**config.mk**
```make
export PLATFORM = sky130hd
export DESIGN_NAME = tepp_front_flat
export DESIGN_NICKNAME = d
export VERILOG_FILES = /design/src/sv/tepp_pkg.sv /design/src/sv/tepp_evt_if.sv /design/src/sv/tepp_front.sv /design/src/flat_wrapper.sv
export SDC_FILE = /design/constraint.sdc
export NUM_CORES = 1
export LEC_CHECK = 0
export ABC_AREA = 1
export ABC_CLOCK_PERIOD_IN_PS = 23100
export BUFFER_PORTS_ARGS = -buffer_cell sky130_fd_sc_hd__buf_2
export CORE_ASPECT_RATIO = 0.8
export CORE_MARGIN = 5
export CORE_UTILIZATION = 30
export CTS_CLUSTER_DIAMETER = 120
export DETAILED_ROUTE_END_ITERATION = 6
export HOLD_SLACK_MARGIN = 0.03
export PLACE_DENSITY = 0.52
export SLEW_MARGIN = 15
export SYNTH_ARGS = -nofsm -noshare
export SYNTH_HDL_FRONTEND = slang
export SYNTH_SLANG_ARGS = --single-unit
```
**constraint.sdc**
```tcl
create_clock -name clk -period 23.1 [get_ports clk]
set_clock_uncertainty 0.15 [all_clocks]
set_input_delay 3.465 -clock clk [delete_from_list [all_inputs] [get_ports clk]]
set_output_delay 3.465 -clock clk [all_outputs]
set_load 0.05 [all_outputs]
```
**src/sv/tepp_pkg.sv**
```systemverilog
// shared types and constants of the timestamp event pairing block
`timescale 1ns / 1ps

package tepp_pkg;

  // holding queue geometry
  localparam int QUEUE_DEPTH = 32;
  localparam int QIDX_W      = $clog2(QUEUE_DEPTH);
  localparam int QCNT_W      = $clog2(QUEUE_DEPTH + 1);
  localparam int SUM_W       = QIDX_W + 1;

  // request buffer between front and back
  localparam int FIFO_DEPTH  = 2;
  localparam int FIFO_IDX_W  = $clog2(FIFO_DEPTH);
  localparam int FIFO_CNT_W  = $clog2(FIFO_DEPTH + 1);

  // tail fraction arithmetic
  localparam int SCALE_W     = 14;
  localparam int DIFF_W      = 33;
  localparam int PROD_W      = DIFF_W + SCALE_W + 1;
  localparam int STEP_W      = $clog2(PROD_W + 1);
  localparam logic signed [SCALE_W:0] TAIL_SCALE = (SCALE_W + 1)'(10000);
  localparam logic [PROD_W-1:0] POS_LIMIT = PROD_W'(64'h0000_0000_7fff_ffff);
  localparam logic [PROD_W-1:0] NEG_LIMIT = PROD_W'(64'h0000_0000_8000_0000);
  localparam logic [31:0] SAT_MAX = 32'h7fff_ffff;
  localparam logic [31:0] SAT_MIN = 32'h8000_0000;

  // event sources
  localparam logic SRC_CHARGE = 1'b0;
  localparam logic SRC_SHAPE  = 1'b1;

  // classified event: first word is short or length, second is long or width
  typedef struct packed {
    logic        src;
    logic [63:0] stamp;
    logic [31:0] first_word;
    logic [31:0] second_word;
  } evt_item_t;

endpackage

```
**src/sv/tepp_evt_if.sv**
```systemverilog
// event input channel
`timescale 1ns / 1ps

interface tepp_evt_if;
  logic               valid;
  logic               ready;
  logic               opcode;
  logic [63:0]        event_time;
  logic signed [31:0] charge_short;
  logic signed [31:0] charge_long;
  logic [31:0]        shape_length;
  logic [31:0]        shape_width;

  modport source (
    output valid, opcode, event_time, charge_short, charge_long, shape_length, shape_width,
    input  ready
  );
  modport sink (
    input  valid, opcode, event_time, charge_short, charge_long, shape_length, shape_width,
    output ready
  );
endinterface

```
**src/sv/tepp_front.sv**
```systemverilog
// front end: accepts events, picks the words of their source, buffers them
`timescale 1ns / 1ps

module tepp_front import tepp_pkg::*; (
  input  logic       clk,
  input  logic       rst,
  tepp_evt_if.sink   evt,
  output evt_item_t  item,
  output logic       item_valid,
  input  logic       item_pop
);

  evt_item_t             fifo_mem [FIFO_DEPTH];
  logic [FIFO_IDX_W-1:0] wr_ptr;
  logic [FIFO_IDX_W-1:0] rd_ptr;
  logic [FIFO_CNT_W-1:0] fill;
  evt_item_t             item_in;
  logic                  push;
  logic                  pop;

  // classify the incoming request by source
  always_comb begin
    item_in.src   = evt.opcode;
    item_in.stamp = evt.event_time;
    if (evt.opcode == SRC_SHAPE) begin
      item_in.first_word  = evt.shape_length;
      item_in.second_word = evt.shape_width;
    end else begin
      item_in.first_word  = evt.charge_short;
      item_in.second_word = evt.charge_long;
    end
  end

  assign evt.ready  = (fill != FIFO_CNT_W'(FIFO_DEPTH));
  assign push       = evt.valid && evt.ready;
  assign item_valid = (fill != '0);
  assign pop        = item_pop && item_valid;
  assign item       = fifo_mem[rd_ptr];

  // buffer storage
  always_ff @(posedge clk) begin
    if (push) begin
      fifo_mem[wr_ptr] <= item_in;
    end
  end

  // pointers and fill level
  always_ff @(posedge clk) begin
    if (rst) begin
      wr_ptr <= '0;
      rd_ptr <= '0;
      fill   <= '0;
    end else begin
      if (push) begin
        wr_ptr <= (wr_ptr == FIFO_IDX_W'(FIFO_DEPTH - 1)) ? '0 : wr_ptr + 1'b1;
      end
      if (pop) begin
        rd_ptr <= (rd_ptr == FIFO_IDX_W'(FIFO_DEPTH - 1)) ? '0 : rd_ptr + 1'b1;
      end
      if (push && !pop) begin
        fill <= fill + 1'b1;
      end else if (pop && !push) begin
        fill <= fill - 1'b1;
      end
    end
  end

endmodule

```
**src/flat_wrapper.sv**
```systemverilog
// flat-port wrapper written by rule: the top's interface ports become plain ports
module tepp_front_flat import tepp_pkg::*;
  (clk, rst, item, item_valid, item_pop, evt_valid, evt_opcode, evt_event_time, evt_charge_short, evt_charge_long, evt_shape_length, evt_shape_width, evt_ready);
  tepp_evt_if evt_i ();
  input  logic clk;
  input  logic rst;
  output evt_item_t item;
  output logic item_valid;
  input  logic item_pop;
  input wire logic [$bits(evt_i.valid)-1:0] evt_valid;
  input wire logic [$bits(evt_i.opcode)-1:0] evt_opcode;
  input wire logic [$bits(evt_i.event_time)-1:0] evt_event_time;
  input wire logic [$bits(evt_i.charge_short)-1:0] evt_charge_short;
  input wire logic [$bits(evt_i.charge_long)-1:0] evt_charge_long;
  input wire logic [$bits(evt_i.shape_length)-1:0] evt_shape_length;
  input wire logic [$bits(evt_i.shape_width)-1:0] evt_shape_width;
  output wire logic [$bits(evt_i.ready)-1:0] evt_ready;
  assign evt_i.valid = evt_valid;
  assign evt_i.opcode = evt_opcode;
  assign evt_i.event_time = evt_event_time;
  assign evt_i.charge_short = evt_charge_short;
  assign evt_i.charge_long = evt_charge_long;
  assign evt_i.shape_length = evt_shape_length;
  assign evt_i.shape_width = evt_shape_width;
  assign evt_ready = evt_i.ready;
  tepp_front u_core (.clk(clk), .rst(rst), .evt(evt_i), .item(item), .item_valid(item_valid), .item_pop(item_pop));
endmodule
```
After elaboration in Yosys (flattened, before gate mapping)
Memory sizes are Yosys's and may differ from the RTL's. A register that Yosys moved wholly into a read port is not among the register bits.
Cells that the tools add are included.
- input bits: 197
- memories kept: 1
- flip-flop bits (word level): 4
- RAM bits: 258
- output and inout port bits: 131
- add/subtract/negate cells: 4
- reductions and logical operators: 8
- eq/ne operators: 1
- muxes and demuxes: 9
- memory list (memory ; words ; bits a word ; rd ports ; clocked after memory_dff ; write ports ; line ; RTL):
    u_core.fifo_mem ; 2 ; 129 ; 1 ; 1 ; 1 ; tepp_front.sv:13 ; evt_item_t fifo_mem [FIFO_DEPTH];
- operators with widths (kind ; number):
    2-to-1 mux 64 bit ; 1
    2-to-1 mux 1 bit ; 6
    logical AND 1 bit ; 4
    2-to-1 mux 2 bit ; 2
    nonzero test 2 bit ; 2
    adder 1 bit, second input constant ; 2
    adder 2 x 1 -> 2 bit, second input constant ; 1
    zero test 1 bit ; 2
    != test 2 bit, second input constant ; 1
    subtractor 2 x 1 -> 2 bit, second input constant ; 1

Logic depth before layout (Yosys ltp)
- word-level depth: 6
- mapped depth: 11

Worst setup path before layout
No wires, ideal clock.
- path kind: input to register
- start: input port evt_valid
- end: memory u_core.fifo_mem[0][0] (netlist bit) (enable)
- slack: 13388 ps
- buffers on the path: 0
- arrival time: 8943 ps
- cell stages on the path: 2
- data required time: 22331 ps
- cell sequence: nand2_1 nor2_1
- word-level cells in the longest chain between the ends: 3
- RTL lines (what ; line ; RTL):
    start, declared ; flat_wrapper.sv:10 ; input wire logic [$bits(evt_i.valid)-1:0] evt_valid;
    logical AND 1 bit ; tepp_front.sv:35 ; assign push = evt.valid && evt.ready;
    2-to-1 mux 1 bit ; tepp_front.sv:42 ; if (push) begin
    2-to-1 mux 1 bit (implied by the code) ; tepp_front.sv:43 ; fifo_mem[wr_ptr] <= item_in;
    end, declared ; tepp_front.sv:13 ;
No other way between the ends.

==> results.md <==
- Final Setup Violations: 0
- Largest family of logic cells by synthesized area: multiplexers
- DR pass1 iterations: 4
- Clock tree buffer depth: 3
- Post_cts resized: 0
- RSZ-0062 raised after global routing: no
- Worst min path class: register to register
- Core area: between 30000 and 40000 um2
- CP Data Arrival Time: ~3000 ps
- Post-synthesis simple-gate area fraction: 0.00735
- Number of I/O pins: about 330
- MaxCap Viol Count: 0
- Num CTS Buffers: 27
- Cell variety after synth: 14
- P&R area growth vs syn: 27.6%
- Synth Area per Inst: 20.4 um2
- Nets: 1048
- Final cell count without fillers: between 1000 and 1500
- Grt total ovfl: 0
- CP max-delay cell: dfxtp_4
- Tcrit/Tclk final: 0.286
- Post-synthesis xor/xnor area fraction: 0
- Lkg Pwr: ~0.0050 uW
- Largest net degree at the start of global routing: 67
- Design area: roughly 13000 um2
- CTS Root Cell: clkbuf_16
- Num Clock Sinks: 263
- CP startpoint kind: register
- Sequential area share after synthesis: 0.756
- CP max FO: 66
- DP Area: approximately 12000 um2
- Reg clk slew, reported paths: about 60 ps
- Most common cell after layout, fill and taps aside: buf_2
- Hold depth: 2
- H-tree Lvls: 1
- Reg2reg path depth: 5
- Max-Slew Margin vs Limit: 0.336
- Fin. Hold Viols: 0
- Initial core utilization: 0.301
- Post-synthesis adder-cell area fraction: 0.00120
- Fraction of layout cells with a size suffix above 1: 0.649
- Vias in the first global route: ~5900
- DRC Markers: 0
- Status: complete, no violations
- CP Cell Sequence: buf_4, mux2_2, buf_2
- Initial drt markers: around 290
- Slew Limit Fails: 0
- Vias after detailed routing: roughly 5600
- Core Util, Final: 0.384
- Initial antenna violation count: 0
- Power Density: approximately 120 nW/um2
- Total die area: around 38000 um2
- Clock latency on the worst-skew pair: roughly 520 ps
- VDD IR-drop max: about 0.069 mV
- Place WS: about 17000 ps
- Most frequent cells in the layout: buf_2, edfxtp_1, mux2_2
- Setup crit end kind: output pin
- Setup CP Type: register to output pin
- IO Port Bufs: roughly 330
- Total placed cells including tap cells: approximately 1300
- First-pass GRT wire length: roughly 34 mm
- Post-route ant nets: 0
- Worst Path Required: roughly 19000 ps
- CTS tree: done
- Routability Congestion: 0.729
- Yosys warns: 0
- Synthesized cell area: between 10000 and 15000 um2
- Die Ht: around 180 um
- Mux contribution to synthesized area: 0.209
- TNS Setup: 0 ps
- ANT cells: 0
- Setup repair bufs after CTS: 0
- Worst setup margin: approximately 16000 ps
- Syn Inst Count: between 500 and 600
- CP max stage delay: approximately 940 ps
- HPWL after DPL: around 16 mm
- # hold bufs at CTS: 0
- Fin crit period: 6610 ps
- F_max: ~0.15 GHz
- Worst-margin pin slew: around 1000 ps
- Die outline width: 218 um
- Routed vias/inst: 4.18
- Row count: just over 60
- WL/cell: between 15 and 20 um
- GRT Total Usage: 0.113
- Seq cells post-synth: between 200 and 300
- Final WL: between 20 and 25 mm
- Mapped Nets: roughly 710
- Synth Area in Compound Gates: 0.00193
layout make-up:
| class | instances | area, um2 |
|---|---|---|
| Fill cell | 3323 | 21300 |
| Sequential cell | 263 | 7850 |
| Multi-Input combinational cell | 217 | 2300 |
| Timing Repair Buffer | 333 | 1680 |
| Clock buffer | 33 | 698 |
| Tap cell | 472 | 591 |
| Clock inverter | 15 | 96.3 |
| Inverter | 8 | 30.0 |
stage by stage:
| step | power, uW | hold WS, ps |
|---|---|---|
| CTS | 1550 | 346 |
| floorplan | 1050 | 315 |
| detailed placement | 1150 | 331 |
| global placement | 1150 | 331 |
| global route | 1600 | 378 |
| finish | 1530 | 348 |
worst max-delay path: cells and delay by family (launching register included):
kind / cells / cell delay (ps)
buf+inv: 2 / 990
flops: 1 / 940
mux: 1 / 420
worst paths after layout:
kind / from / endpoint / slack (ps)
worst max-delay path: register / item[54] / 16490
worst min-delay path: u_core.rd_ptr / register / 350
worst max register to register: u_core.fill[0] / u_core.fifo_mem[1][88] / 20470
worst min register to register: u_core.rd_ptr / register / 350
cells by family after synthesis:
group	Yosys count
flip-flops	263
multiplexers	193
buffers and inverters	29
AND/OR/NAND/NOR	19
AO/OA/AOI/OAI	4
adder cells (fa/ha/maj)	1
cell usage after synthesis:
cell type	number	area, um2
edfxtp_1	258	7750
mux2_2	193	2170
buf_6	19	214
nand2_1	9	33.8
inv_1	8	30.0
nor2_1	7	26.3
dfxtp_1	5	100
a21oi_1	2	10.0
nand3_1	2	10.0
o21ai_0	2	10.0
buf_2	1	5.00
buf_4	1	7.51
ha_1	1	12.5
nand4_1	1	6.26
sequential cells by signal, indices dropped and copies added (netlist names), named ones only:
signal and count:
u_core.fill 2, u_core.wr_ptr 1, u_core.fifo_mem 258, u_core.rd_ptr 1
metal layers:
layer | up-vias | wire length [um] | track usage
met5 | - | 0 | 0
met4 | 0 | 480 | 0.0267
met3 | 30 | 1820 | 0.0363
met2 | 187 | 10800 | 0.184
met1 | 2714 | 9750 | 0.148
li1 | 2674 | - | -
power by group:
part / internal [uW] / switching (uW) / leakage [uW]
logic: 136 / 362 / 0.00213
registers: 607 / 27.1 / 0.00245
clock network: 224 / 169 / 0.000385
Power figures use the tool's default switching activity.
